===== src/lzwd_pkg.sv =====
`timescale 1ns / 1ps
// ----------------------------------------------------------------------------
// lzwd_pkg
// Shared types and constants of the LZSS window decoder.
// ----------------------------------------------------------------------------
package lzwd_pkg;

  localparam int MAX_WINDOW_BITS_DEF    = 10;
  localparam int MAX_LOOKAHEAD_BITS_DEF = 6;
  localparam int LITERAL_WIDTH          = 8;

  localparam logic [3:0] WINDOW_BITS_RST    = 4'd8;
  localparam logic [2:0] LOOKAHEAD_BITS_RST = 3'd4;

  localparam logic       CMD_DATA    = 1'b0;
  localparam logic       CMD_RESTART = 1'b1;

  localparam logic [0:0] REG_WINDOW_BITS    = 1'd0;
  localparam logic [0:0] REG_LOOKAHEAD_BITS = 1'd1;

  localparam logic [1:0] PH_TAG = 2'd0;
  localparam logic [1:0] PH_LIT = 2'd1;
  localparam logic [1:0] PH_OFF = 2'd2;
  localparam logic [1:0] PH_LEN = 2'd3;

  typedef struct packed {
    logic       cmd;
    logic [7:0] in_byte;
  } in_item_t;

  typedef struct packed {
    logic [7:0] out_byte;
    logic       from_copy;
    logic       last;
  } out_item_t;

  typedef struct packed {
    logic [3:0] index;
    logic [7:0] data;
  } cfg_item_t;

endpackage


===== src/lzwd_parser.sv =====
`timescale 1ns / 1ps
// ----------------------------------------------------------------------------
// lzwd_parser
// Front end: walks the bits of each compressed byte, one bit per cycle unless
// the queue is full, and issues literal, copy and no-op commands to the queue.
// ----------------------------------------------------------------------------
module lzwd_parser #(
  parameter int MaxWindowBits    = lzwd_pkg::MAX_WINDOW_BITS_DEF,
  parameter int MaxLookaheadBits = lzwd_pkg::MAX_LOOKAHEAD_BITS_DEF,
  parameter int CmdWidth         = 3 + MaxWindowBits + MaxLookaheadBits + 2
) (
  input  logic                         clk,
  input  logic                         rst,
  input  logic                         push,
  output logic                         full,
  input  lzwd_pkg::in_item_t           item,
  input  logic [$clog2(MaxWindowBits+1)-1:0]    eff_wbits,
  input  logic [$clog2(MaxLookaheadBits+1)-1:0] eff_lbits,
  output logic                         cmd_valid,
  input  logic                         cmd_ready,
  output logic [CmdWidth-1:0]          cmd_data
);

  localparam int AccW = (MaxWindowBits > 8) ? MaxWindowBits : 8;
  localparam int CntW = $clog2(AccW + 1);
  localparam int BitW = 3;

  // Command word: {kind[1:0], last, distance-1, length-1 or literal, 2'b00}.
  // A byte completes at most one token, so every issued command is the
  // last of its item.
  localparam logic [1:0] K_LIT   = 2'd0;
  localparam logic [1:0] K_COPY  = 2'd1;
  localparam logic [1:0] K_NONE  = 2'd3;

  logic             busy;
  logic [7:0]       sh;
  logic [BitW-1:0]  bitcnt;
  logic [1:0]       phase;
  logic [AccW-1:0]  acc;
  logic [CntW-1:0]  left;
  logic [MaxWindowBits-1:0] offset;
  logic             produced;

  logic             b;
  logic             lastbit;
  logic [AccW-1:0]  acc_n;
  logic [1:0]       kind;
  logic [AccW-1:0]  payload;
  logic             stall;

  assign full = busy;
  assign b = sh[7];
  assign lastbit = (bitcnt == BitW'(7));
  assign acc_n = {acc[AccW-2:0], b};

  always_comb begin
    kind = K_NONE;
    payload = acc_n;
    if (phase != lzwd_pkg::PH_TAG && left == CntW'(1)) begin
      if (phase == lzwd_pkg::PH_LIT) kind = K_LIT;
      else if (phase == lzwd_pkg::PH_LEN) kind = K_COPY;
    end
  end

  logic issue;
  assign issue = busy && ((kind != K_NONE) || (lastbit && !produced));
  assign stall = issue && !cmd_ready;
  assign cmd_valid = issue;

  always_comb begin
    cmd_data = {kind, 1'b1, offset, payload[MaxLookaheadBits-1:0], 2'b00};
    if (kind == K_LIT) cmd_data[9:2] = payload[7:0];
  end

  always_ff @(posedge clk) begin
    if (rst) begin
      busy <= 1'b0;
      sh <= '0;
      phase <= lzwd_pkg::PH_TAG;
      left <= '0;
      acc <= '0;
      offset <= '0;
      bitcnt <= '0;
      produced <= 1'b0;
    end else if (!busy) begin
      if (push) begin
        if (item.cmd == lzwd_pkg::CMD_RESTART) begin
          phase <= lzwd_pkg::PH_TAG;
          left <= '0;
          acc <= '0;
          offset <= '0;
        end else begin
          busy <= 1'b1;
          sh <= item.in_byte;
          bitcnt <= '0;
          produced <= 1'b0;
        end
      end
    end else if (!stall) begin
      sh <= {sh[6:0], 1'b0};
      bitcnt <= bitcnt + BitW'(1);
      if (kind != K_NONE) produced <= 1'b1;
      if (lastbit) busy <= 1'b0;
      if (phase == lzwd_pkg::PH_TAG) begin
        acc <= '0;
        if (b) begin
          phase <= lzwd_pkg::PH_LIT;
          left <= CntW'(lzwd_pkg::LITERAL_WIDTH);
        end else begin
          phase <= lzwd_pkg::PH_OFF;
          left <= CntW'(eff_wbits);
        end
      end else begin
        acc <= acc_n;
        if (left != CntW'(1) && left != '0) begin
          left <= left - CntW'(1);
        end else if (phase == lzwd_pkg::PH_OFF) begin
          offset <= acc_n[MaxWindowBits-1:0];
          acc <= '0;
          left <= CntW'(eff_lbits);
          phase <= lzwd_pkg::PH_LEN;
        end else begin
          left <= '0;
          phase <= lzwd_pkg::PH_TAG;
        end
      end
    end
  end

endmodule


===== config.mk =====
export PLATFORM = sky130hd
export DESIGN_NAME = lzwd_parser
export DESIGN_NICKNAME = d
export VERILOG_FILES = /design/src/lzwd_pkg.sv /design/src/lzwd_parser.sv
export SDC_FILE = /design/constraint.sdc
export NUM_CORES = 1
export LEC_CHECK = 0
export BUFFER_PORTS_ARGS = -buffer_cell sky130_fd_sc_hd__buf_2
export CAP_MARGIN = 20
export CORE_MARGIN = 2
export CORE_UTILIZATION = 34
export CTS_CLUSTER_DIAMETER = 150
export CTS_CLUSTER_SIZE = 20
export DETAILED_ROUTE_END_ITERATION = 8
export GPL_TIMING_DRIVEN = 0
export PLACE_DENSITY = 0.5
export REMOVE_ABC_BUFFERS = 1
export SLEW_MARGIN = 20
export SYNTH_ARGS = -nofsm -noshare
export SYNTH_HDL_FRONTEND = slang
export SYNTH_SLANG_ARGS = --single-unit

===== constraint.sdc =====
create_clock -name clk -period 3.3 [get_ports clk]
set_input_delay 0 -clock clk [delete_from_list [all_inputs] [get_ports clk]]
set_output_delay 0 -clock clk [all_outputs]
set_load 0.01 [all_outputs]

==> flow_summary.html <==
<table>
<tr><th>Metric</th><th>Value</th></tr>
<tr><th colspan="2">Cells and area</th></tr>
<tr><td>P&amp;R area growth vs syn</td><td>11.3%</td></tr>
<tr><td>Fraction of final layout cells sized beyond drive strength 1</td><td>0.255</td></tr>
<tr><td>Net count, final</td><td>270</td></tr>
<tr><td>Combined flip-flop and latch cell area</td><td>approximately 760 sq um</td></tr>
<tr><td>Fillers</td><td>614</td></tr>
<tr><td>Total area of multi-input combinational cells</td><td>roughly 960 sq um</td></tr>
<tr><td>Number of antenna diodes</td><td>0</td></tr>
<tr><th colspan="2">Drt</th></tr>
<tr><td>Number of vias per cell</td><td>approximately 5.0</td></tr>
<tr><td>Via total after detailed routing</td><td>1587</td></tr>
<tr><td>Total DRC errors in the routed layout</td><td>0</td></tr>
<tr><td>Final wirelength</td><td>roughly 4.2 mm</td></tr>
<tr><td>Starting DRT DRC Count</td><td>84</td></tr>
<tr><td>Average wire per standard cell</td><td>~13 microns</td></tr>
<tr><td>Final antenna-violating net count</td><td>0</td></tr>
<tr><td>1st-pass router iterations</td><td>6</td></tr>
<tr><th colspan="2">Synth</th></tr>
<tr><td>Avg Cell Area, Syn</td><td>around 8.5 sq um</td></tr>
<tr><td>Share of flip-flops with an asynchronous set or reset</td><td>0</td></tr>
<tr><td>Cell types occupying the most area after synthesis</td><td>sky130_fd_sc_hd__dfxtp_1 (39%), sky130_fd_sc_hd__buf_4 (6.9%), sky130_fd_sc_hd__nand3_1 (5.4%)</td></tr>
<tr><td>Fraction of synthesized cell area taken by the top area cell type</td><td>0.388</td></tr>
<tr><td>Post-synthesis cell type count</td><td>just over 40</td></tr>
<tr><td>Flip-flop and latch count after synthesis</td><td>38</td></tr>
<tr><td>Leading cell types by count after synthesis</td><td>sky130_fd_sc_hd__dfxtp_1 (38), sky130_fd_sc_hd__nand2_1 (24), sky130_fd_sc_hd__nor2_1 (23)</td></tr>
<tr><td>Primary flip-flop cell chosen by synthesis mapping</td><td>sky130_fd_sc_hd__dfxtp_1</td></tr>
<tr><td>Post-synth EDFFs</td><td>0</td></tr>
<tr><td>Portion of the post-synthesis area used by sequential elements</td><td>0.388</td></tr>
<tr><td>Number of standard cells after synthesis</td><td>230</td></tr>
<tr><td>Cell type contributing the most total cell area after synthesis</td><td>sky130_fd_sc_hd__dfxtp_1</td></tr>
<tr><td>Cell Area, Synth</td><td>approximately 2000 sq um</td></tr>
<tr><td>Number of warnings printed during yosys synthesis</td><td>0</td></tr>
<tr><td>Most common cell in the netlist</td><td>sky130_fd_sc_hd__dfxtp_1</td></tr>
<tr><th colspan="2">Setup path</th></tr>
<tr><td>Logic depth of the worst register-to-register path</td><td>6</td></tr>
<tr><td>Data required time of the worst path</td><td>between 3 and 4 ns</td></tr>
<tr><td>Worst Path Arrival</td><td>approximately 2.8 ns</td></tr>
<tr><td>RR Endpoint</td><td>bitcnt[1]</td></tr>
<tr><td>Category of the most critical setup path</td><td>flip-flop to flip-flop</td></tr>
<tr><td>Flop-to-flop setup slack</td><td>a little under 0.7 ns</td></tr>
<tr><td>Crit Path Max Fanout</td><td>11</td></tr>
<tr><td>Critical register-to-register path startpoint</td><td>left[0]</td></tr>
<tr><td>Category of the worst setup path capture point</td><td>flip-flop</td></tr>
<tr><td>Worst setup SP type</td><td>flip-flop</td></tr>
<tr><th colspan="2">Floorplanning</th></tr>
<tr><td>Cell Rows</td><td>27</td></tr>
<tr><td>Vert. Die Dim</td><td>between 70 and 80 microns</td></tr>
<tr><td>Core Footprint</td><td>between 5000 and 6000 sq um</td></tr>
<tr><td>Count of pins on the block boundary</td><td>43</td></tr>
<tr><td>Width of the die</td><td>between 70 and 80 microns</td></tr>
<tr><td>Die Outline Area</td><td>approximately 6400 sq um</td></tr>
<tr><td>Effective utilization at floorplan</td><td>0.354</td></tr>
<tr><th colspan="2">Power and ir drop</th></tr>
<tr><td>VDD IR max</td><td>between 0.2 and 0.25 mV</td></tr>
<tr><td>Cell Pwr Density</td><td>511 nW/um^2</td></tr>
<tr><td>Leakage Power</td><td>0.000842 uW</td></tr>
<tr><th colspan="2">Global route</th></tr>
<tr><td>Global-route congestion overflow total</td><td>0</td></tr>
<tr><td>Global-route total usage across every layer</td><td>0.142</td></tr>
<tr><td>Antenna violations before repair</td><td>0</td></tr>
<tr><td>Vias in the first global route</td><td>between 1000 and 1500</td></tr>
<tr><td>Global-route wire length before repair</td><td>7.11 mm</td></tr>
<tr><td>Maximum number of pins on one net before global-route repair</td><td>29</td></tr>
<tr><th colspan="2">STA</th></tr>
<tr><td>Slew margin rel.</td><td>0.367</td></tr>
<tr><td>Count of final hold-check violations</td><td>0</td></tr>
<tr><td>Setup-failing EPs final</td><td>0</td></tr>
<tr><td>Setup TNS</td><td>0 ns</td></tr>
<tr><td>Worst clock skew on the final layout</td><td>around 0.0077 ns</td></tr>
<tr><td>Upper clock frequency limit</td><td>~380 MHz</td></tr>
<tr><td>Pin slew with the least headroom to its limit</td><td>~0.95 ns</td></tr>
<tr><td>Unrepaired setup endpoints after global routing</td><td>false</td></tr>
<tr><td>Period utilization</td><td>0.789</td></tr>
<tr><td>Number of pins with negative max-slew slack in the final report</td><td>0</td></tr>
<tr><td>Fin crit period</td><td>about 2.6 ns</td></tr>
<tr><td>Tightest hold margin</td><td>slightly below 0.006 ns</td></tr>
<tr><th colspan="2">Status</th></tr>
<tr><td>Status</td><td>finished, final reports clean</td></tr>
<tr><th colspan="2">Flow run</th></tr>
<tr><td>Max-cap violations</td><td>0</td></tr>
<tr><th colspan="2">Worst hold path</th></tr>
<tr><td>Worst Hold End</td><td>left[3]</td></tr>
<tr><td>Hold path startpoint</td><td>eff_wbits[3]</td></tr>
<tr><td>Path category of the worst min-delay check</td><td>input pin to flip-flop</td></tr>
<tr><td>Hold path cells</td><td>3</td></tr>
<tr><th colspan="2">Clock tree</th></tr>
<tr><td>Clk Tree Root Cell</td><td>sky130_fd_sc_hd__clkbuf_8</td></tr>
<tr><td>Total CTS buffers</td><td>5</td></tr>
<tr><td>Clock slew seen by the registers of the worst setup and hold paths</td><td>0.07 ns</td></tr>
<tr><td>Latest clock arrival within the worst-skew pair</td><td>between 0.2 and 0.3 ns</td></tr>
<tr><td>Worst-case clock buffer depth</td><td>2</td></tr>
<tr><td>TritonCTS clock tree</td><td>yes</td></tr>
<tr><td>Htree depth</td><td>2</td></tr>
<tr><td>Number of clock sinks</td><td>38</td></tr>
<tr><td>Resized Gates After CTS</td><td>0</td></tr>
<tr><th colspan="2">Place</th></tr>
<tr><td>IO Port Bufs</td><td>39</td></tr>
<tr><td>Routability congestion estimate from global placement</td><td>roughly 0.74</td></tr>
<tr><td>DP Wirelength</td><td>between 2 and 3 mm</td></tr>
</table>
## per-stage QoR
step / worst slack (ns) / util / total power, uW / instance area, sq um / instances
2_1_floorplan: 1.25 / - / 596 / 1750 / 199
3_3_place_gp: 0.703 / 0.367 / 643 / 2030 / 310
3_5_place_dp: 0.704 / 0.367 / 644 / 2030 / 310
4_1_cts: 0.696 / 0.395 / 1130 / 2190 / 319
5_1_grt: 0.494 / 0.395 / 1170 / 2190 / 319
6_report: 0.696 / 0.395 / 1120 / 2190 / 319
## timing repair
action / in CTS / in global routing
endpoints found under the setup margin: 0 / 0
setup buffers: 0 / 0
endpoints found under the hold margin: 1 / 0
hold buffers: 1 / 0
## cell type report
type	instances	share of cell area
multi-input cells	155	0.441
flip-flops and latches	38	0.348
repair buffers	40	0.0939
well taps	72	0.0412
clock buffers	6	0.0378
clock inverters	2	0.0275
inverters	6	0.0103
## power by group
group          total (uW)  internal (uW)  switching [uW]
Clock                 484            322             162
Sequential            497            475            22.3
Combinational         135           55.6            79.9
## worst max-delay path, stage by stage (launching register included)
cell and delay [ns]:
sky130_fd_sc_hd__dfxtp_1 0.39, sky130_fd_sc_hd__ha_1 0.25, sky130_fd_sc_hd__nand4bb_1 0.31, sky130_fd_sc_hd__a21o_1 0.29, sky130_fd_sc_hd__a21oi_1 0.76, sky130_fd_sc_hd__nor3_1 0.22
sky130_fd_sc_hd__a22o_1 0.29
## per-layer routing
layer  vias up  routed length, microns  track usage
li1        816                       -            -
met1       729                    2100        0.190
met2        38                    1860        0.219
met3         4                     185       0.0351
met4         0                      48       0.0508
met5         -                       0            0
## state kept, by name, indices dropped and copies added, names as in the netlist
name / count
full: 1
bitcnt: 3
offset: 10
sh: 8
produced: 1
phase: 2
acc: 9
left: 4
## cell families after synthesis
logic type / share of synthesized area
simple gates: 0.213
flops: 0.388
mux: 0.0631
buf+inv: 0.123
fa+ha+maj: 0.0255
compound gates: 0.184
other cells: 0.00383
## placed cells by master, fill, tap and decap left out, types with 2 or more instances in the layout
master,instances
sky130_fd_sc_hd__buf_2,39
sky130_fd_sc_hd__nor3_1,4
sky130_fd_sc_hd__inv_1,6
sky130_fd_sc_hd__nand2b_1,3
sky130_fd_sc_hd__a211oi_2,7
sky130_fd_sc_hd__mux2_2,3
sky130_fd_sc_hd__a311o_1,2
sky130_fd_sc_hd__a22o_1,3
sky130_fd_sc_hd__nand3_1,21
sky130_fd_sc_hd__nor2_1,23
sky130_fd_sc_hd__a21oi_1,15
sky130_fd_sc_hd__clkbuf_8,6
sky130_fd_sc_hd__o21ai_0,14
sky130_fd_sc_hd__dfxtp_1,38
sky130_fd_sc_hd__nand2_1,24
sky130_fd_sc_hd__conb_1,3
sky130_fd_sc_hd__bufinv_16,2
sky130_fd_sc_hd__mux2i_1,9
sky130_fd_sc_hd__ha_1,4
## how the worst max path moves through the flow
stage | from | to | slack [ns] | depth (start not counted)
2_1_floorplan | left[0] | bitcnt[1] | 1.25 | 6
3_3_place_gp | left[0] | bitcnt[2] | 0.70 | 6
3_5_place_dp | left[0] | bitcnt[1] | 0.70 | 6
4_1_cts | left[0] | bitcnt[1] | 0.70 | 6
5_1_grt | left[0] | bitcnt[1] | 0.49 | 6
6_report | left[0] | bitcnt[1] | 0.70 | 6
Power figures use the tool's default switching activity.
