$ cat src/lzwd_cmd_queue.sv
`timescale 1ns / 1ps
// ----------------------------------------------------------------------------
// lzwd_cmd_queue
// Short command queue between the token parser and the copy engine.
// ----------------------------------------------------------------------------
module lzwd_cmd_queue #(
  parameter int Width = 8,
  parameter int Depth = 4
) (
  input  logic             clk,
  input  logic             rst,
  input  logic             wr_valid,
  output logic             wr_ready,
  input  logic [Width-1:0] wr_data,
  output logic             rd_valid,
  input  logic             rd_ready,
  output logic [Width-1:0] rd_data
);

  localparam int AW = $clog2(Depth);

  logic [Width-1:0] mem [Depth];
  logic [AW-1:0]    wp;
  logic [AW-1:0]    rp;
  logic [AW:0]      cnt;
  logic             do_wr;
  logic             do_rd;

  assign wr_ready = (cnt != (AW+1)'(Depth));
  assign rd_valid = (cnt != '0);
  assign rd_data  = mem[rp];
  assign do_wr = wr_valid && wr_ready;
  assign do_rd = rd_valid && rd_ready;

  always_ff @(posedge clk) begin
    if (do_wr) mem[wp] <= wr_data;
    if (rst) begin
      wp <= '0;
      rp <= '0;
      cnt <= '0;
    end else begin
      if (do_wr) wp <= (wp == AW'(Depth-1)) ? '0 : wp + AW'(1);
      if (do_rd) rp <= (rp == AW'(Depth-1)) ? '0 : rp + AW'(1);
      cnt <= cnt + (AW+1)'(do_wr) - (AW+1)'(do_rd);
    end
  end

endmodule

$ cat config.mk
export PLATFORM = sky130hd
export DESIGN_NAME = lzwd_cmd_queue
export DESIGN_NICKNAME = d
export VERILOG_FILES = /design/src/lzwd_cmd_queue.sv
export SDC_FILE = /design/constraint.sdc
export NUM_CORES = 1
export LEC_CHECK = 0
export BUFFER_PORTS_ARGS = -buffer_cell sky130_fd_sc_hd__buf_2
export CAP_MARGIN = 0
export CORE_MARGIN = 3
export CORE_UTILIZATION = 59
export CTS_CLUSTER_DIAMETER = 120
export DETAILED_ROUTE_END_ITERATION = 7
export PLACE_DENSITY = 0.81
export SLEW_MARGIN = 15
export SYNTH_ARGS = -nofsm -noshare
export SYNTH_HDL_FRONTEND = slang
export SYNTH_SLANG_ARGS = --single-unit
$ cat constraint.sdc
create_clock -name clk -period 6.9 [get_ports clk]
set_input_delay 0.345 -clock clk [delete_from_list [all_inputs] [get_ports clk]]
set_output_delay 0.345 -clock clk [all_outputs]
set_load 0.05 [all_outputs]
==> results of run 1 <==
## metal layers
| layer | GRT usage (%) | part of all wire (%) | vias to the layer above |
|---|---|---|---|
| met5 | 0 | 0 | - |
| met4 | 9.709 | 2.3 | 0 |
| met3 | 4.825 | 5.0 | 6 |
| met2 | 27.43 | 52 | 20 |
| met1 | 18.62 | 40 | 402 |
| li1 | - | - | 394 |
## cell type report
| cell class | instances | share of cell area [%] |
|---|---|---|
| Tap cell | 30 | 2.082 |
| Multi-Input combinational cell | 41 | 24.91 |
| Clock inverter | 2 | 0.5552 |
| Sequential cell | 41 | 63.29 |
| Inverter | 5 | 1.041 |
| Timing Repair Buffer | 21 | 5.829 |
| Clock buffer | 6 | 2.290 |
## how the worst max path moves through the flow
stage                      start  depth (start not counted)     end
final                     cnt[2]                         10  cnt[2]
after global routing      cnt[2]                         10  cnt[2]
after CTS                 cnt[1]                         10  cnt[2]
after detailed placement  cnt[1]                         10  cnt[2]
after global placement    cnt[1]                         10  cnt[2]
after floorplan           cnt[1]                         11  cnt[2]
## cells by family after synthesis
group | after synthesis
AO/OA/AOI/OAI | 6
XOR/XNOR | 1
adder cells (fa/ha/maj) | 8
buffers and inverters | 9
flip-flops | 41
multiplexers | 9
AND/OR/NAND/NOR | 17
## worst reg2reg max path: stages, from the launching register on
cell	delay (ns)
sky130_fd_sc_hd__dfxtp_1	0.40
sky130_fd_sc_hd__or3b_1	0.50
sky130_fd_sc_hd__nand2_1	0.16
sky130_fd_sc_hd__ha_1	0.24
sky130_fd_sc_hd__inv_1	0.06
sky130_fd_sc_hd__ha_1	0.13
sky130_fd_sc_hd__inv_1	0.05
sky130_fd_sc_hd__fa_1	0.37
sky130_fd_sc_hd__xor2_1	0.16
sky130_fd_sc_hd__and2_2	0.19
sky130_fd_sc_hd__nor3_1	0.12
## flip-flops by register name, indices dropped and copies added, names as in the netlist, named ones only
name	cells
cnt	3
mem	32
rp	2
wp	2
## placed cells by master, fill, tap and decap left out, types with 3 or more instances in the layout
cell                       count
sky130_fd_sc_hd__and3_2        4
sky130_fd_sc_hd__buf_2        21
sky130_fd_sc_hd__clkbuf_4      5
sky130_fd_sc_hd__dfxtp_1       9
sky130_fd_sc_hd__edfxtp_1     32
sky130_fd_sc_hd__ha_1          7
sky130_fd_sc_hd__inv_1         5
sky130_fd_sc_hd__mux4_2        8
sky130_fd_sc_hd__nor2_1        3
## power groups by stage
stage	clock network [mW]	registers [mW]	logic, mW
3_3_place_gp	0	0.337	0.231
6_report	0.110	0.332	0.234
3_5_place_dp	0	0.339	0.237
2_1_floorplan	0	0.322	0.207
4_1_cts	0.114	0.334	0.237
5_1_grt	0.125	0.338	0.250
## stage by stage
stage	cells	hold WS (ns)	instance area, sq um	power (mW)	util, %
after floorplan	91	0.4439	1633	0.5284	-
after global placement	138	0.4891	1752	0.5676	68.83
after detailed placement	138	0.4898	1752	0.5762	68.83
after CTS	146	0.1972	1803	0.6850	70.85
after global routing	146	0.1866	1803	0.7131	70.85
final	146	0.2059	1803	0.6766	70.85
## Yosys cell counts
cell type and count:
sky130_fd_sc_hd__and2_2 1, sky130_fd_sc_hd__and3_2 4, sky130_fd_sc_hd__mux4_2 8, sky130_fd_sc_hd__a211o_1 2
sky130_fd_sc_hd__inv_1 5, sky130_fd_sc_hd__buf_2 1, sky130_fd_sc_hd__nand2b_1 1, sky130_fd_sc_hd__nor2b_1 1
sky130_fd_sc_hd__nand2_1 2, sky130_fd_sc_hd__ha_1 7, sky130_fd_sc_hd__o31ai_1 1, sky130_fd_sc_hd__nor3_1 1
sky130_fd_sc_hd__or3_2 1, sky130_fd_sc_hd__nor2_1 3, sky130_fd_sc_hd__fa_1 1, sky130_fd_sc_hd__or3_1 2
sky130_fd_sc_hd__mux2i_1 1, sky130_fd_sc_hd__buf_1 1, sky130_fd_sc_hd__a21oi_1 1, sky130_fd_sc_hd__clkbuf_1 1
sky130_fd_sc_hd__xor2_1 1, sky130_fd_sc_hd__o21ai_0 2, sky130_fd_sc_hd__dfxtp_1 9, sky130_fd_sc_hd__buf_6 1
sky130_fd_sc_hd__or3b_1 1, sky130_fd_sc_hd__edfxtp_1 32
==> out/qor.tcl, run 1 <==
set qor(outcome) {finished clean}
set qor(routed_wirelength_microns) 2389
set qor(place_ws_ns) 4.442
set qor(warning_count_from_the_yosys_run) 0
set qor(post-synth-top-area-cell) {sky130_fd_sc_hd__edfxtp_1}
set qor(worst-r2r-setup-slack_ns) 4.45
set qor(layout_stage_area_growth_over_the_synthesis_result_pct) 10.42
set qor(finalNetCount) 135
set qor(synth_seq_area_share_pct) 69.89
set qor(cts_hold_repair.buffers) 0
set qor(combinationalPowerShare_pct) 34.7
set qor(grt_setup_unrepaired) {no}
set qor(timing.critical_path.to_type) {flop}
set qor(drive_gt1_share_pct) 36.21
set qor(capture_instance_of_the_worst_register_to_register_path) {cnt[2]}
set qor(detail_route.drc_violations) 0
set qor(filler_cell_count) 167
set qor(r2r-start) {cnt[2]}
set qor(cp_num_buf_inv) 2
set qor(reg2reg_depth) 10
set qor(numClockSinks) 41
set qor(switching_share_of_power_pct) 37.36
set qor(drt-wirelength-per-cell_microns) 16.36
set qor(drt_pass1_iterations) 4
set qor(io_pins) 22
set qor(cts_post_setup_buffers_inserted) 0
set qor(clock-skew-final_ns) 0.009516
set qor(globalplace.congestion) 0.6766
set qor(share_of_total_power_in_sequential_cells_pct) 49.1
set qor(intPower_uw) 423.8
set qor(power_per_cell_area_nw_per_um2) 375.3
set qor(cts_h_tree_lvls) 2
set qor(syn-instance-count) 91
set qor(clk_path_buf_depth) 2
set qor(synth.mux.area_fraction_pct) 11.65
set qor(place_hpwl_microns) 1718
set qor(avgSynthCellArea_sq_um) 17.94
set qor(grt_start_max_net_pins) 13
set qor(hold_start) {wr_data[7]}
set qor(timing.critical_path.required_ns) 7.18
set qor(hp-class) {input pin to flop}
set qor(detailroute.via_count) 822
set qor(synth_compound_area_share_pct) 2.452
set qor(holdPathStages) 1
set qor(clk-insertion-delay-late_ns) 0.34
set qor(worst_slew_pin_slew_ns) 0.5248
set qor(critical_path.cell_chain) {or3b_1 -> nand2_1 -> ha_1 -> inv_1 -> ha_1 -> inv_1 -> fa_1 -> xor2_1 -> and2_2 -> nor3_1}
set qor(final_period_minus_worst_setup_slack_ns) 2.448
set qor(critical_path.max_fanout) 8
set qor(timing.critical_path.max_delay_family) {simple AND/OR/NAND/NOR gates}
set qor(worst_ep_arrival_time_ns) 2.72
set qor(cts_resized) 0
set qor(irDropWorstVdd_v) 0.0003078
set qor(cts_root_buf) {sky130_fd_sc_hd__clkbuf_4}
set qor(ys_ff_latch) 41
set qor(grtUsageTotal_pct) 16.39
set qor(cts_tree) {done}
set qor(critical_path_start_type) {flop}
set qor(seqCellArea_sq_um) 1141
set qor(drtAntennaViolNets) 0
set qor(synth_top_family_by_area) {multiplexers}
set qor(num_rows) 18
set qor(max-slew-margin-rel_pct) 64.71
set qor(antenna_found_initial) 0
set qor(post_synthesis_simple_gate_area_fraction_pct) 6.284
set qor(max-cap-violations) 0
set qor(start_util_pct) 64.16
set qor(finalWorstSetupSlack_ns) 4.452
set qor(setup_violations) 0
set qor(synthTopCellsByArea) {sky130_fd_sc_hd__edfxtp_1 59%, sky130_fd_sc_hd__dfxtp_1 11%, sky130_fd_sc_hd__mux4_2 11%}
set qor(fp.dieH_microns) 58.61
set qor(critical_path.slowest_cell) {sky130_fd_sc_hd__or3b_1}
set qor(drt_first_iter_violations) 16
set qor(die_x_microns) 58.61
set qor(timing.final.max_slew_violations) 0
set qor(numCtsBuffers) 5
set qor(achievable-frequency_ghz) 0.4086
set qor(timing.critical_path.slowest_cell_delay_ns) 0.50
set qor(synth_fa_ha_area_share_pct) 6.590
set qor(core_sq_um) 2545
set qor(post-route-period-util_pct) 35.47
set qor(combined_area_of_the_multi_input_logic_cells_sq_um) 449.2
set qor(placement.io_buffers) 21
set qor(clk_pin_slew_ns) 0.11
set qor(syn-num-nets) 111
set qor(hold_path_end) {mem[0][7]}
set qor(vias_per_cell) 5.630
set qor(floorplan.die_area_sq_um) 3435
set qor(total_switching_power_uw) 252.8
set qor(grt_first_pass_wirelength_microns) 3926
set qor(netlist.area_leader.share_pct) 58.85
set qor(finalHoldViolations) 0
set qor(finalSetupTns_ns) 0
set qor(mappedNetlistArea_sq_um) 1633
set qor(power_frac_clock_pct) 16.3
set qor(grt-ovfl-total) 0
set qor(antenna_cells) 0
set qor(first_global_vias) 863
set qor(yosys.area_share.xor_xnor_pct) 0.5364
set qor(path_class) {flop to flop}
set qor(total_leakage_power_nw) 0.6833
set qor(synth_cell_type_count) 26
Note: power is estimated with default switching activity, not from simulation.
==> inputs of run 2 (changes only) <==
- CORE_UTILIZATION: 59 -> 50
- PLACE_DENSITY: 0.81 -> 0.74
- clock period: 6.9 -> 2.02 ns (I/O delays scaled with it)
==> run 2 against run 1 <==
Against the previous run: the flow now finishes with violations (negative setup slack); core utilization shrank 5.5 points; count of clock-buffer cells in the layout rose by 2; total power grew to 3.7 times the previous value; largest cell class unchanged; highest routed layer unchanged.
==> out/qor.tcl, run 2 (synthesis results as in run 1) <==
set qor(drtAntennaViolNets) 0 ;# unchanged
set qor(share_of_total_power_in_sequential_cells_pct) 44.5 ;# was 49.1%
set qor(finalHoldViolations) 0 ;# unchanged
set qor(switching_share_of_power_pct) 36.42 ;# was 37.36%
set qor(reg_top3) {mem x32, cnt x3} ;# unchanged
set qor(grtUsageTotal_pct) 14.37 ;# was 16.39%
set qor(final_design_area_no_fill_sq_um) 2011 ;# was 1803 sq um
set qor(path_class) {flop to flop} ;# unchanged
set qor(drt-wirelength-per-cell_microns) 14.68 ;# was 16.36 microns
set qor(clk_pin_slew_ns) 0.11 ;# about the same
set qor(floorplan.die_area_sq_um) 3987 ;# was 3435 sq um
set qor(vias_per_cell) 5.057 ;# was 5.630
set qor(antenna_cells) 0 ;# unchanged
set qor(timing.final.max_slew_violations) 0 ;# unchanged
set qor(largest_register_ff_count) 32 ;# unchanged
set qor(placedInstanceArea_sq_um) 1814 ;# was 1752 sq um
set qor(cts_tree) {done} ;# unchanged
set qor(combinationalPowerShare_pct) 39.3 ;# was 34.7%
set qor(layout_stage_area_growth_over_the_synthesis_result_pct) 23.14 ;# was 10.42%
set qor(critical_path.max_fanout) 4 ;# was 8
set qor(outcome) {finished with violations} ;# was finished clean
set qor(place_hpwl_microns) 1756 ;# was 1718 microns
set qor(detailroute.via_count) 880 ;# was 822
set qor(clk_path_buf_depth) 2 ;# unchanged
set qor(final_common_cell) {sky130_fd_sc_hd__edfxtp_1} ;# unchanged
set qor(grt_first_pass_wirelength_microns) 4278 ;# was 3926 microns
set qor(die_x_microns) 63.15 ;# was 58.61 microns
set qor(worst_ep_arrival_time_ns) 2.44 ;# was 2.72 ns
set qor(failed_checks) {negative setup slack}
set qor(grt_setup_unrepaired) {yes} ;# was no
set qor(power_frac_clock_pct) 16.2 ;# was 16.3%
set qor(max_flop_register) {mem} ;# unchanged
set qor(start_util_pct) 53.05 ;# was 64.16%
set qor(drt_pass1_iterations) 4 ;# unchanged
set qor(fin_hold_ws_ns) 0.01730 ;# was 0.2059 ns
set qor(num_rows) 20 ;# was 18
set qor(finalNetCount) 149 ;# was 135
set qor(drive_gt1_share_pct) 45.38 ;# was 36.21%
set qor(placement.io_buffers) 21 ;# unchanged
set qor(grt-ovfl-total) 0 ;# unchanged
set qor(mostFrequentLayoutCells) {32 x sky130_fd_sc_hd__edfxtp_1, 21 x sky130_fd_sc_hd__buf_2, 8 x sky130_fd_sc_hd__mux4_2, 8 x sky130_fd_sc_hd__dlygate4sd3_1} ;# was 32 x sky130_fd_sc_hd__edfxtp_1, 21 x sky130_fd_sc_hd__buf_2, 9 x sky130_fd_sc_hd__dfxtp_1
set qor(finalWorstSetupSlack_ns) -0.1509 ;# was 4.452 ns
set qor(total_leakage_power_nw) 0.7497 ;# was 0.6833 nW
set qor(clk-insertion-delay-late_ns) 0.34 ;# about the same
set qor(achievable-frequency_ghz) 0.4606 ;# was 0.4086 GHz
set qor(numCtsBuffers) 5 ;# unchanged
set qor(worst-r2r-setup-slack_ns) -0.15 ;# was 4.45 ns
set qor(worst_slew_pin_slew_ns) 0.4047 ;# was 0.5248 ns
set qor(cts_root_buf) {sky130_fd_sc_hd__clkbuf_4} ;# unchanged
set qor(irDropWorstVdd_v) 0.0007038 ;# was 0.0003078 V
set qor(total_switching_power_uw) 914.0 ;# was 252.8 uW
set qor(post-route-period-util_pct) 107.5 ;# was 35.47%
set qor(antenna_found_initial) 0 ;# unchanged
set qor(intPower_mw) 1.596 ;# was 423.8 uW
set qor(core_sq_um) 3078 ;# was 2545 sq um
set qor(numClockSinks) 41 ;# unchanged
set qor(power_per_cell_area_nw_per_um2) 1248 ;# was 375.3 nW/um^2
set qor(timing.critical_path.required_ns) 2.29 ;# was 7.18 ns
set qor(cts_h_tree_lvls) 2 ;# unchanged
set qor(place_ws_ns) -0.1626 ;# was 4.442 ns
set qor(fp.dieH_microns) 63.15 ;# was 58.61 microns
set qor(max-cap-violations) 0 ;# unchanged
set qor(timing.critical_path.to_type) {flop} ;# unchanged
set qor(routed_wirelength_microns) 2555 ;# was 2389 microns
set qor(io_pins) 22 ;# unchanged
set qor(globalplace.congestion) 0.7226 ;# was 0.6766
set qor(max-slew-margin-rel_pct) 72.98 ;# was 64.71%
set qor(final_period_minus_worst_setup_slack_ns) 2.171 ;# was 2.448 ns
set qor(setup_violations) 1 ;# was 0
set qor(detail_route.drc_violations) 0 ;# unchanged
set qor(grt_start_max_net_pins) 13 ;# unchanged
set qor(first_global_vias) 952 ;# was 863
set qor(drt_first_iter_violations) 31 ;# was 16
set qor(clock-skew-final_ns) 0.006691 ;# was 0.009516 ns
set qor(hp-class) {input pin to flop} ;# unchanged
set qor(critical_path_start_type) {flop} ;# unchanged
## run 2: cell count changes in the layout (fill, tap and decap cells not counted), sizes merged
cell and delta:
dlygate4sd3 +8, buf +6, clkbuf +2, clkinv -2
## run 2: per-layer routing
layer / share of wire [%] / vias to the layer above / global-route usage, %
met4: 2.0 / 0 / 7.989
met5: 0 / - / 0
met1: 41 / 429 / 16.93
met2: 53 / 22 / 23.98
li1: - / 424 / -
met3: 4.5 / 5 / 3.565
## run 2: worst max-delay path, cell delays in order (launching register included)
cell                      delay, ns
sky130_fd_sc_hd__dfxtp_2       0.36
sky130_fd_sc_hd__or3b_4        0.42
sky130_fd_sc_hd__nand2_4       0.09
sky130_fd_sc_hd__ha_4          0.21
sky130_fd_sc_hd__inv_4         0.05
sky130_fd_sc_hd__ha_4          0.11
sky130_fd_sc_hd__inv_2         0.03
sky130_fd_sc_hd__fa_2          0.37
sky130_fd_sc_hd__xor2_2        0.18
sky130_fd_sc_hd__and2_4        0.16
sky130_fd_sc_hd__nor3_2        0.10
## run 2: metrics by stage
stage	std cells	power (mW)	setup TNS [ns]	util, %
final	174	2.510	-0.1509	65.33
after global routing	174	2.649	-0.2068	65.33
after CTS	173	2.458	-0.1142	63.74
after detailed placement	157	2.024	-0.1626	58.94
after global placement	157	1.988	-0.04779	58.94
after floorplan	91	1.812	-0.1808	-
## run 2: area by class of cell
class,instances,area [sq um]
clock buffer,8,58.81
fill,213,1067
inverter,5,21.27
multi-input combinational,41,500.5
sequential,41,1145
tap,44,55.05
timing repair buffer,35,230.2
## run 2: path summary, 6_finish.rpt
| path | from | to | cells past startpoint |
|---|---|---|---|
| worst min register to register | rp[0] | rp[0] | 2 |
| worst min-delay path | rst | cnt[1] | 2 |
| worst max-delay path | cnt[0] | cnt[2] | 10 |
| worst max register to register | cnt[0] | cnt[2] | 10 |
## run 2: power groups by stage
stage	Sequential [mW]	Combinational, mW	Clock [mW]
finish	1.12	0.987	0.406
global placement	1.12	0.870	0
detailed placement	1.13	0.894	0
CTS	1.11	0.925	0.421
global route	1.13	1.06	0.454
floorplan	1.10	0.710	0
## run 2: what timing repair did
item / in CTS / in global routing
hold buffers: 8 / 0
pin swaps: 0 / 3
endpoints found under the hold margin: 32 / 0
setup buffers: 0 / 1
setup endpoints to repair: 1 / 2
gates resized for setup: 3 / 9
==> inputs of run 3 (changes only) <==
- HOLD_SLACK_MARGIN: default -> 0.03
==> run 3 against run 2 <==
Against the previous run: via count decreased by 0.68%; the flow still finishes with violations (negative setup slack); register-to-register slack is essentially flat; clock power barely moved; sequential power is essentially flat.
==> out/qor.tcl, run 3 (synthesis results as in run 1) <==
set qor(fp.dieH_microns) 63.15 ;# unchanged
set qor(finalWorstSetupSlack_ns) -0.1483 ;# was -0.1509 ns
set qor(worst_slew_pin_slew_ns) 0.4067 ;# was 0.4047 ns
set qor(post-route-period-util_pct) 107.3 ;# was 107.5%
set qor(first_global_vias) 963 ;# was 952
set qor(finalHoldViolations) 0 ;# unchanged
set qor(drt-wirelength-per-cell_microns) 14.66 ;# was 14.68 microns
set qor(globalplace.congestion) 0.7226 ;# unchanged
set qor(layout_stage_area_growth_over_the_synthesis_result_pct) 23.75 ;# was 23.14%
set qor(final_period_minus_worst_setup_slack_ns) 2.168 ;# was 2.171 ns
set qor(power_total_mw) 2.516 ;# was 2.510 mW
set qor(critical_path_start_type) {flop} ;# unchanged
set qor(placement.io_buffers) 21 ;# unchanged
set qor(timing.critical_path.required_ns) 2.29 ;# about the same
set qor(clk_pin_slew_ns) 0.11 ;# about the same
set qor(drtAntennaViolNets) 0 ;# unchanged
set qor(mostFrequentLayoutCells) {32 x sky130_fd_sc_hd__edfxtp_1, 21 x sky130_fd_sc_hd__buf_2, 9 x sky130_fd_sc_hd__dlygate4sd3_1} ;# was 32 x sky130_fd_sc_hd__edfxtp_1, 21 x sky130_fd_sc_hd__buf_2, 8 x sky130_fd_sc_hd__mux4_2, 8 x sky130_fd_sc_hd__dlygate4sd3_1
set qor(setup_violations) 1 ;# unchanged
set qor(hp-class) {input pin to flop} ;# unchanged
set qor(achievable-frequency_ghz) 0.4612 ;# was 0.4606 GHz
set qor(io_pins) 22 ;# unchanged
set qor(finalNetCount) 150 ;# was 149
set qor(cpMostUsedCell) {sky130_fd_sc_hd__ha_4} ;# unchanged
set qor(max-cap-violations) 0 ;# unchanged
set qor(die_x_microns) 63.15 ;# unchanged
set qor(numCtsBuffers) 5 ;# unchanged
set qor(final_core_utilization_pct) 65.65 ;# was 65.33%
set qor(place_hpwl_microns) 1756 ;# unchanged
set qor(global_route.usage.met3_pct) 3.743 ;# was 3.565%
set qor(clk_path_buf_depth) 2 ;# unchanged
set qor(outcome) {finished with violations} ;# unchanged
set qor(r2r-start) {cnt[0]} ;# unchanged
set qor(antenna_found_initial) 0 ;# unchanged
set qor(start_util_pct) 53.05 ;# unchanged
set qor(placedInstanceArea_sq_um) 1814 ;# unchanged
set qor(timing.final.max_slew_violations) 0 ;# unchanged
set qor(clock-skew-final_ns) 0.006010 ;# was 0.006691 ns
set qor(critical_path.startpoint) {cnt[0]} ;# unchanged
set qor(total_leakage_power_nw) 0.7538 ;# was 0.7497 nW
set qor(grtUsageTotal_pct) 14.48 ;# was 14.37%
set qor(largest_register_ff_count) 32 ;# unchanged
set qor(num_rows) 20 ;# unchanged
set qor(reg_top3) {mem x32, cnt x3} ;# unchanged
set qor(cts_tree) {done} ;# unchanged
set qor(clk-insertion-delay-late_ns) 0.34 ;# about the same
set qor(vias_per_cell) 4.994 ;# was 5.057
set qor(met1_usage_pct) 16.93 ;# unchanged
set qor(max-slew-margin-rel_pct) 72.85 ;# was 72.98%
set qor(detail_route.drc_violations) 0 ;# unchanged
set qor(irDropWorstVdd_v) 0.0007040 ;# was 0.0007038 V
set qor(critical_path.max_fanout) 4 ;# unchanged
set qor(final_cell_count_no_fill) 175 ;# was 174
set qor(cts_h_tree_lvls) 2 ;# unchanged
set qor(grt_start_max_net_pins) 13 ;# unchanged
set qor(grt_setup_unrepaired) {yes} ;# unchanged
set qor(drive_gt1_share_pct) 45.04 ;# was 45.38%
set qor(grt-ovfl-total) 0 ;# unchanged
set qor(routed_wirelength_microns) 2565 ;# was 2555 microns
set qor(power_per_cell_area_nw_per_um2) 1245 ;# was 1248 nW/um^2
set qor(max_flop_register) {mem} ;# unchanged
set qor(cts_root_buf) {sky130_fd_sc_hd__clkbuf_4} ;# unchanged
set qor(detailroute.via_count) 874 ;# was 880
set qor(antenna_cells) 0 ;# unchanged
set qor(critical_path.cell_chain) {or3b_4 -> nand2_4 -> ha_4 -> inv_4 -> ha_4 -> inv_2 -> fa_2 -> xor2_2 -> and2_4 -> nor3_2} ;# unchanged
set qor(drt_first_iter_violations) 32 ;# was 31
set qor(filler_cell_count) 213 ;# unchanged
set qor(path_class) {flop to flop} ;# unchanged
set qor(critical_path.slowest_cell) {sky130_fd_sc_hd__or3b_4} ;# unchanged
set qor(grt_first_pass_wirelength_microns) 4319 ;# was 4278 microns
set qor(failed_checks) {negative setup slack} ;# unchanged
set qor(grt_most_used_layer) {met2} ;# unchanged
set qor(worst_ep_arrival_time_ns) 2.44 ;# about the same
set qor(numClockSinks) 41 ;# unchanged
set qor(floorplan.die_area_sq_um) 3987 ;# unchanged
set qor(use_met2_pct) 24.24 ;# was 23.98%
set qor(drt_pass1_iterations) 4 ;# unchanged
set qor(timing.critical_path.slowest_cell_delay_ns) 0.42 ;# about the same
set qor(place.detailed.instances) 157 ;# unchanged
set qor(core_sq_um) 3078 ;# unchanged
set qor(final_design_area_no_fill_sq_um) 2021 ;# was 2011 sq um
set qor(final_common_cell) {sky130_fd_sc_hd__edfxtp_1} ;# unchanged
set qor(timing.critical_path.to_type) {flop} ;# unchanged
set qor(hold_start) {wr_valid} ;# was rst
-- run 3: cell count changes in the layout (fill, tap and decap cells not counted), sizes merged --
cell | before | now
dlygate4sd3 | 8 | 9
-- run 3: metal layers --
metal | vias to the layer above | wire, microns
met5 | - | 0
met4 | 0 | 50
met3 | 5 | 102
met2 | 20 | 1352
met1 | 424 | 1059
li1 | 425 | -
-- run 3: final timing paths --
| kind | endpoint | slack (ns) | depth (start not counted) |
|---|---|---|---|
| max | cnt[2] | -0.15 | 10 |
| min reg2reg | rp[0] | 0.51 | 2 |
| min | wp[0] | 0.16 | 3 |
| max reg2reg | cnt[2] | -0.15 | 10 |
-- run 3: per-stage QoR --
stage               hold WS [ns]  TNS [ns]  worst slack [ns]
finish                    0.1577   -0.1483           -0.1483
global route              0.1779   -0.2068           -0.2068
CTS                       0.1257   -0.1142           -0.1142
detailed placement        0.3225   -0.1626           -0.1626
global placement          0.3116  -0.04779          -0.04779
floorplan                 0.1999   -0.1808           -0.1744
-- run 3: where the power goes --
group	leakage [nW]	switching [mW]	total, mW	internal [mW]
Clock	0.0326	0.237	0.409	0.172
Combinational	0.353	0.611	0.990	0.379
Sequential	0.368	0.0716	1.12	1.05
Total	0.754	0.919	2.52	1.60
-- run 3: layout make-up --
class / count / area [sq um] / share of cell area [%]
sequential: 41 / 1145 / 56.66
multi-input combinational: 41 / 500.5 / 24.77
timing repair buffer: 36 / 240.2 / 11.89
clock buffer: 8 / 58.81 / 2.910
tap: 44 / 55.05 / 2.724
inverter: 5 / 21.27 / 1.053
-- run 3: repair_timing --
action	in CTS	in global routing
setup endpoints to repair	1	2
cloned	0	0
pin swaps	0	3
hold buffers	9	0
resized for setup	3	9
hold endpoints to repair	35	0
setup buffers	0	1
-- run 3: worst max-delay path: cells and delay by family (launching register included) --
family / cells / cell delay (ns)
XOR/XNOR: 1 / 0.18
adder cells (fa/ha/maj): 3 / 0.69
buffers and inverters: 2 / 0.08
flip-flops: 1 / 0.36
AND/OR/NAND/NOR: 4 / 0.78
